--- src/hw/rtl/dcr_pkg.sv ---
// Shared types, constants and helpers for the disc collision resolver.
// Used by every module under hw/rtl; no dependencies of its own.
`timescale 1ns / 1ps
package dcr_pkg;

    localparam int FRAC_BITS_DEF   = 16;
    localparam int REST_W          = 9;
    localparam int RESTITUTION_RST = 256;
    localparam int COORD_W         = 32;
    localparam int POS_W           = 31;
    localparam int ROOT_W          = 32;
    localparam int RAD_W           = 2 * ROOT_W;

    typedef struct packed {
        logic signed [COORD_W-1:0] first_x;
        logic signed [COORD_W-1:0] first_y;
        logic signed [COORD_W-1:0] first_vx;
        logic signed [COORD_W-1:0] first_vy;
        logic        [POS_W-1:0]   first_radius;
        logic        [POS_W-1:0]   first_mass;
        logic signed [COORD_W-1:0] second_x;
        logic signed [COORD_W-1:0] second_y;
        logic signed [COORD_W-1:0] second_vx;
        logic signed [COORD_W-1:0] second_vy;
        logic        [POS_W-1:0]   second_radius;
        logic        [POS_W-1:0]   second_mass;
    } disc_pair_t;

    typedef struct packed {
        logic                      collided;
        logic signed [COORD_W-1:0] new_first_x;
        logic signed [COORD_W-1:0] new_first_y;
        logic signed [COORD_W-1:0] new_first_vx;
        logic signed [COORD_W-1:0] new_first_vy;
        logic signed [COORD_W-1:0] new_second_x;
        logic signed [COORD_W-1:0] new_second_y;
        logic signed [COORD_W-1:0] new_second_vx;
        logic signed [COORD_W-1:0] new_second_vy;
    } disc_result_t;

    // Rides along the square-root pipeline.
    typedef struct packed {
        disc_pair_t          pair;
        logic [COORD_W-1:0]  adx;
        logic [COORD_W-1:0]  ady;
        logic [COORD_W-1:0]  rs;
        logic                neg_dx;
        logic                neg_dy;
        logic                coincident;
        logic                overlap;
    } sq_side_t;

    // Rides along the normal divider pipeline.
    typedef struct packed {
        disc_pair_t          pair;
        logic [COORD_W-1:0]  rs;
        logic [ROOT_W-1:0]   root_dist;
        logic                neg_dx;
        logic                coincident;
        logic                overlap;
    } dv_side_t;

    function automatic logic signed [COORD_W-1:0] sat32(input logic signed [63:0] v);
        logic signed [63:0] hi;
        logic signed [63:0] lo;
        hi = 64'sh0000_0000_7FFF_FFFF;
        lo = -64'sh0000_0000_8000_0000;
        if (v > hi)
            return hi[COORD_W-1:0];
        else if (v < lo)
            return lo[COORD_W-1:0];
        else
            return v[COORD_W-1:0];
    endfunction

endpackage

--- src/hw/rtl/dcr_div.sv ---
// Pipelined restoring divider: quot = floor(numer * 2^FRAC / denom), one bit a stage.
// Needs numer <= denom; depends on dcr_pkg for the operand width.
`timescale 1ns / 1ps
module dcr_div #(
    parameter int FRAC   = dcr_pkg::FRAC_BITS_DEF,
    parameter int SIDE_W = 1
) (
    input  logic                        clk,
    input  logic                        rst_n,
    input  logic                        en,
    input  logic                        src_valid,
    input  logic [dcr_pkg::COORD_W-1:0] numer,
    input  logic [dcr_pkg::COORD_W-1:0] denom,
    input  logic [SIDE_W-1:0]           src_side,
    output logic                        dst_valid,
    output logic [FRAC:0]               quot,
    output logic                        rem_nz,
    output logic [SIDE_W-1:0]           dst_side
);
    localparam int DW    = dcr_pkg::COORD_W;
    localparam int STEPS = FRAC + 1;
    localparam int RW    = DW + FRAC + 1;

    logic              vld_reg  [STEPS];
    logic [RW-1:0]     rem_reg  [STEPS];
    logic [FRAC:0]     quot_reg [STEPS];
    logic [DW-1:0]     den_reg  [STEPS];
    logic [SIDE_W-1:0] side_reg [STEPS];

    for (genvar k = 0; k < STEPS; k++)
    begin : g_step
        localparam int J = FRAC - k;
        logic              vld_in;
        logic [RW-1:0]     rem_in;
        logic [FRAC:0]     quot_in;
        logic [DW-1:0]     den_in;
        logic [SIDE_W-1:0] side_in;
        logic [RW-1:0]     trial;
        logic              take_bit;

        if (k == 0)
        begin : g_head
            assign vld_in  = src_valid;
            assign rem_in  = {{(RW-DW){1'b0}}, numer} << FRAC;
            assign quot_in = '0;
            assign den_in  = denom;
            assign side_in = src_side;
        end
        else
        begin : g_body
            assign vld_in  = vld_reg[k-1];
            assign rem_in  = rem_reg[k-1];
            assign quot_in = quot_reg[k-1];
            assign den_in  = den_reg[k-1];
            assign side_in = side_reg[k-1];
        end

        always_comb
        begin
            trial    = {{(RW-DW){1'b0}}, den_in} << J;
            take_bit = rem_in >= trial;
        end

        always_ff @(posedge clk or negedge rst_n)
        begin
            if (!rst_n)
                vld_reg[k] <= 1'b0;
            else if (en)
                vld_reg[k] <= vld_in;
        end

        always_ff @(posedge clk)
        begin
            if (en)
            begin
                rem_reg[k]  <= take_bit ? rem_in - trial : rem_in;
                quot_reg[k] <= take_bit ? (quot_in | ({{FRAC{1'b0}}, 1'b1} << J)) : quot_in;
                den_reg[k]  <= den_in;
                side_reg[k] <= side_in;
            end
        end
    end

    assign dst_valid = vld_reg[STEPS-1];
    assign quot      = quot_reg[STEPS-1];
    assign rem_nz    = rem_reg[STEPS-1] != '0;
    assign dst_side  = side_reg[STEPS-1];
endmodule

--- config.mk ---
export PLATFORM = sky130hd
export DESIGN_NAME = dcr_div
export DESIGN_NICKNAME = d
export VERILOG_FILES = /design/src/hw/rtl/dcr_pkg.sv /design/src/hw/rtl/dcr_div.sv
export SDC_FILE = /design/constraint.sdc
export NUM_CORES = 2
export LEC_CHECK = 0
export BUFFER_PORTS_ARGS = -buffer_cell sky130_fd_sc_hd__buf_4
export CORE_MARGIN = 2
export CORE_UTILIZATION = 28
export DETAILED_ROUTE_END_ITERATION = 7
export GPL_TIMING_DRIVEN = 0
export SETUP_SLACK_MARGIN = 0.5
export SLEW_MARGIN = 30
export SYNTH_ARGS = -nofsm -noshare
export SYNTH_HDL_FRONTEND = slang
export SYNTH_SLANG_ARGS = --single-unit
--- constraint.sdc ---
create_clock -name clk -period 5.7 [get_ports clk]
set_clock_uncertainty 0.15 [all_clocks]
set_input_delay 1.425 -clock clk [delete_from_list [all_inputs] [get_ports clk]]
set_output_delay 1.425 -clock clk [all_outputs]
set_load 0.02 [all_outputs]
Word-level counts from Yosys, hierarchy flattened. Memory sizes are Yosys's and may differ from the RTL's. Index checks and enable logic that the tools add are counted.

Muxes and demuxes: 36. Reduce and logical (&&, ||, !) cells: 1. Add/sub/neg operators: 17. Order comparisons: 17.

Operators by type and width (count): 2-to-1 mux 49 bit (17); >= comparator 49 x 32 -> 1 bit (1); >= comparator 49 x 33 -> 1 bit (1); >= comparator 49 x 34 -> 1 bit (1); >= comparator 49 x 35 -> 1 bit (1); >= comparator 49 x 36 -> 1 bit (1); >= comparator 49 x 37 -> 1 bit (1); >= comparator 49 x 38 -> 1 bit (1); >= comparator 49 x 39 -> 1 bit (1); >= comparator 49 x 40 -> 1 bit (1); >= comparator 49 x 41 -> 1 bit (1); >= comparator 49 x 42 -> 1 bit (1); >= comparator 49 x 43 -> 1 bit (1); >= comparator 49 x 44 -> 1 bit (1); >= comparator 49 x 45 -> 1 bit (1); >= comparator 49 x 46 -> 1 bit (1); >= comparator 49 x 47 -> 1 bit (1); nonzero test 49 bit (1); subtractor 48 x 48 -> 49 bit (1); subtractor 49 x 32 -> 49 bit (1); subtractor 49 x 33 -> 49 bit (1); subtractor 49 x 34 -> 49 bit (1); subtractor 49 x 35 -> 49 bit (1); subtractor 49 x 36 -> 49 bit (1); 29 further kinds (31).

Logic and storage cells: 92. Memory bits (writable): 1683. Output and inout bits: 20. Input port bits: 69. Memories kept: 4. Flip-flop bits (word level): 17.

Memories: rem_reg (words 17, width 49, read ports 17, clocked after memory_dff 0, wr ports 17, line dcr_div.sv:25) `logic [RW-1:0] rem_reg [STEPS];`; den_reg (words 17, width 32, read ports 16, clocked after memory_dff 0, wr ports 17, line dcr_div.sv:27) `logic [DW-1:0] den_reg [STEPS];`; quot_reg (words 17, width 17, read ports 17, clocked after memory_dff 0, wr ports 17, line dcr_div.sv:26) `logic [FRAC:0] quot_reg [STEPS];`; side_reg (words 17, width 1, read ports 17, clocked after memory_dff 0, wr ports 17, line dcr_div.sv:28) `logic [SIDE_W-1:0] side_reg [STEPS];`.

Depth between registers and ports, before layout. An unclocked memory read counts as a cell.

Depth after elaboration: 3. Depth in mapped cells: 15. Gate-level depth less buffers: 13.

Least setup slack after synthesis. Ideal clock, no wire load.

Path kind: input to register. Start: input denom[1] (netlist name). End: memory rem_reg[0][38] (netlist name), data pin. Buffers on the path: 2. Required time: 5280 ps. Data arrival time: 3943 ps. Library setup time: 270 ps. Slack: 1337 ps. Cell stages on the path: 14. Cell sequence: inv_1 > ha_1 > nor2b_1 > o31a_1 > o311ai_1 > a21oi_1 > o21ai_1 > o21bai_1 > a41o_1 > a21o_1 > clkbuf_1 > clkbuf_1 > nor2_1 > a21oi_1.

RTL lines: from (decl) (line dcr_div.sv:13) `input logic [dcr_pkg::COORD_W-1:0] denom,`; to (decl) (line dcr_div.sv:25).

==> reports/qor.txt <==
total wire length after detailed routing = 221,000 microns
horizontal die dimension = 545 microns
Antenna Violating Nets Remaining = 0
worst-path fanout max = 10
delay of the slowest cell on the worst path = 0.73 ns
Crit Reg-Reg Endpoint = rem_reg[0][181]$_DFFE_PP_
DPL Wire Length = 173,000 microns
Clock Path Buffers = 4
CTS H-Tree Depth = 4
RSZ-0062 raised after global routing = yes
launching element of the worst setup path = den_reg[0][81]$_DFFE_PP_
number of hold buffers added after cts = 0
worst IR drop on VDD = 0.234 mV
clock slew at the register clock pins of the worst setup and hold paths = 0.06 ns
run status = completed
area fraction of the dominant cell type after synthesis = 50.6%
placed inst area = 0.0878 sq mm
minimum period implied by the final worst setup slack = 5.08 ns
number of fill cells = 29.5k
number of enable flip-flop cells after synthesis = 1,379
global-route wire length before repair = 339,000 microns
post-placement cell count = 11.7k
worst setup path category = reg -> reg
Avg Cell Area, Syn = 10.6 sq um
most instantiated cells after synthesis = edfxtp_1, inv_1, nand2_1
Req. time, crit path = 6.22 ns
Worst-Skew Late Latency = 0.84 ns
Post-Synthesis Cells = 7,724
Yosys warnings = 0
fraction of final layout cells sized beyond drive strength 1 = 7.12%
cell family with the largest share of critical-path delay = simple AND/OR/NAND/NOR gates
flop-to-flop setup slack = 0.62 ns
Leakage Power = 36.0 nW
Overflow after GRT = 0
type of the most critical hold path = reg -> reg
maximum clock rate = 0.197 GHz
cells along the critical path = inv_1 -> ha_1 -> clkbuf_1 -> nand4_1 -> or4_1 -> nor3_1 -> nand4_1 -> nand4_1 -> or2_1 -> clkbuf_1 -> buf_2 -> buf_1 -> nor2_1 -> a21oi_1
sum of negative setup slack = 0 ns
clock network fraction of design power = 22.7%
Area Overhead vs Synth = 14.0%
global-route usage over all layers = 14.5%
Post-synth ARST share = 1.22%
internal power consumption = 29.6 mW
final clock period utilization by the worst path = 89.1%
Placer Congestion = 0.950
synthesis-stage register bit count = 1,396
logic depth of the worst setup path including buffers = 14
Top FF cell, synth = edfxtp_1
die area = 0.297 sq mm
final max-slew violation count = 0
cell type with the largest total area after synthesis = edfxtp_1
Row Count = 198
number of optimization iterations in the first detailed-route pass = 6
count of unresolved DRC violations after routing = 0
Relative slew margins = 26.6%
max FFs per register = 697
sort of element at the start of the critical path = register
count of final setup violators = 0
number of nets produced by synthesis = 8,354
most frequently used cell type in the post-synthesis netlist = edfxtp_1
top-level I/O count = 89
number of cells traversed by the worst hold path = 0
Placeable Area = 0.291 sq mm
via density per instance = 4.89
Register-to-Register Path Depth = 14
post-route cell area = 0.0933 sq mm
initial detailed-routing violation count = 4,197
initial core utilization = 28.1%
distinct cell type count after synthesis = 93
TritonCTS clock tree = yes
number of hold violations in the final report = 0
capturing element of the worst setup path = rem_reg[0][181]$_DFFE_PP_
Comb pwr share = 41.9%
Vert. Die Dim = 545 microns
portion of the post-synthesis area used by sequential elements = 51.1%
switching power summed over all nets = 18.1 mW
via total after detailed routing = 58.8k
synthesized area = 0.0819 sq mm
via count of the first global-routing pass = 58.5k
max capacitance violation total = 0
library cell appearing most often on the critical path = nand4_1
DR WL/cell = 18.4 microns
number of buffer and inverter stages on the critical path = 5
sinks on the clock net = 1,396
total clock buffers created by CTS = 166
crit path DAT = 5.60 ns
Worst Min Path Start = quot_reg[0][49]$_DFFE_PP_
switching portion of total power = 38.0%
pin count of the biggest net entering global routing = 145
type of destination of the critical path = register
antenna violations before repair = 0
Cell Count, Final, Fillers Out = 12.0k
Crit Reg-Reg Startpoint = den_reg[0][81]$_DFFE_PP_
crit path max-delay cell type = or4_1
buffer type at the clock tree root = clkbuf_16
largest cells by area after synthesis = edfxtp_1, ha_1, a21oi_1, xnor2_1, o21ai_0
quantity of I/O buffers inserted on ports = 88
NumNets Final = 8,621
portion of total power attributed to sequential cells = 35.4%
power per standard cell area = 511 mW/mm^2
actual slew at the worst max-slew pin = 1.09 ns
[cell families (layout without fill, tap and decap cells)]
kind of cell	Yosys count	count (layout)	share of synthesized area, %
AO/OA/AOI/OAI	2141	2141	16.3
AND/OR/NAND/NOR	2009	2009	11.8
flip-flops	1396	1396	51.1
buffers and inverters	912	1309	4.28
XOR/XNOR	602	602	6.44
adder cells (fa/ha/maj)	561	561	8.73
multiplexers	103	103	1.41
other	0	4	0
[metrics by stage]
stage,util [%],setup WS [ns],total power [mW],hold WS [ns]
6_report,32.1,0.623,47.7,0.249
2_1_floorplan,-,1.34,30.8,0.250
3_5_place_dp,30.2,-0.0126,36.8,0.255
3_3_place_gp,30.1,-9.70,36.9,0.250
4_1_cts,32.1,0.525,48.0,0.242
5_1_grt,32.1,0.485,50.9,0.255
[power groups by stage]
stage               Combinational (mW)  Sequential, mW  Clock (mW)
global route                      22.2            17.2        11.5
CTS                               19.9            16.9        11.2
finish                            20.0            16.9        10.8
detailed placement                19.8            17.1           0
floorplan                         14.7            16.2           0
global placement                  19.6            17.3           0
[how the worst min path moves through the flow]
stage | end | slack, ns
CTS | quot_reg[0][66]$_DFFE_PP_ | 0.24
detailed placement | quot_reg[0][117]$_DFFE_PP_ | 0.25
global route | quot_reg[0][66]$_DFFE_PP_ | 0.25
floorplan | quot_reg[0][100]$_DFFE_PP_ | 0.25
finish | quot_reg[0][66]$_DFFE_PP_ | 0.25
global placement | quot_reg[0][133]$_DFFE_PP_ | 0.25
[cell type report]
cell class	count	area [sq um]	area share [%]
Sequential cell	1396	41800	44.8
Tap cell	3900	4880	5.23
Buffer	228	940	1.01
Multi-Input combinational cell	5416	36600	39.2
Inverter	684	2570	2.75
Clock inverter	91	1130	1.21
Antenna cell	4	10.0	0.0107
Clock buffer	207	4380	4.70
Timing Repair Buffer	99	963	1.03
[layer usage]
layer,GRT usage [%],share of wire (%)
met1,17.5,42
met2,25.8,49
met3,1.76,3.9
met4,6.20,4.5
met5,0,0
[timing repair]
item | in CTS | in global routing
endpoints found under the setup margin | 19 | 6
buffers inserted | 0 | 0
gates resized for setup | 1 | 3
[cell usage in the layout (no fill, tap or decap), types with 56 or more instances in the layout]
| master | count |
|---|---|
| nand2b_1 | 83 |
| nand2_1 | 673 |
| ha_1 | 544 |
| o21ai_0 | 589 |
| clkbuf_16 | 169 |
| clkbuf_1 | 204 |
| nand4_1 | 112 |
| a21oi_1 | 647 |
| and3_1 | 58 |
| a21o_1 | 289 |
| buf_4 | 97 |
| o21bai_1 | 76 |
| edfxtp_1 | 1379 |
| mux2_2 | 101 |
| xor2_1 | 256 |
| nor2b_1 | 80 |
| a31oi_1 | 66 |
| o31ai_1 | 56 |
| nor4_1 | 58 |
| o21a_1 | 70 |
| nor2_1 | 479 |
| nand3_1 | 145 |
| nor3_1 | 98 |
| inv_1 | 680 |
| xnor2_1 | 342 |
Note: power is estimated with default switching activity, not from simulation.
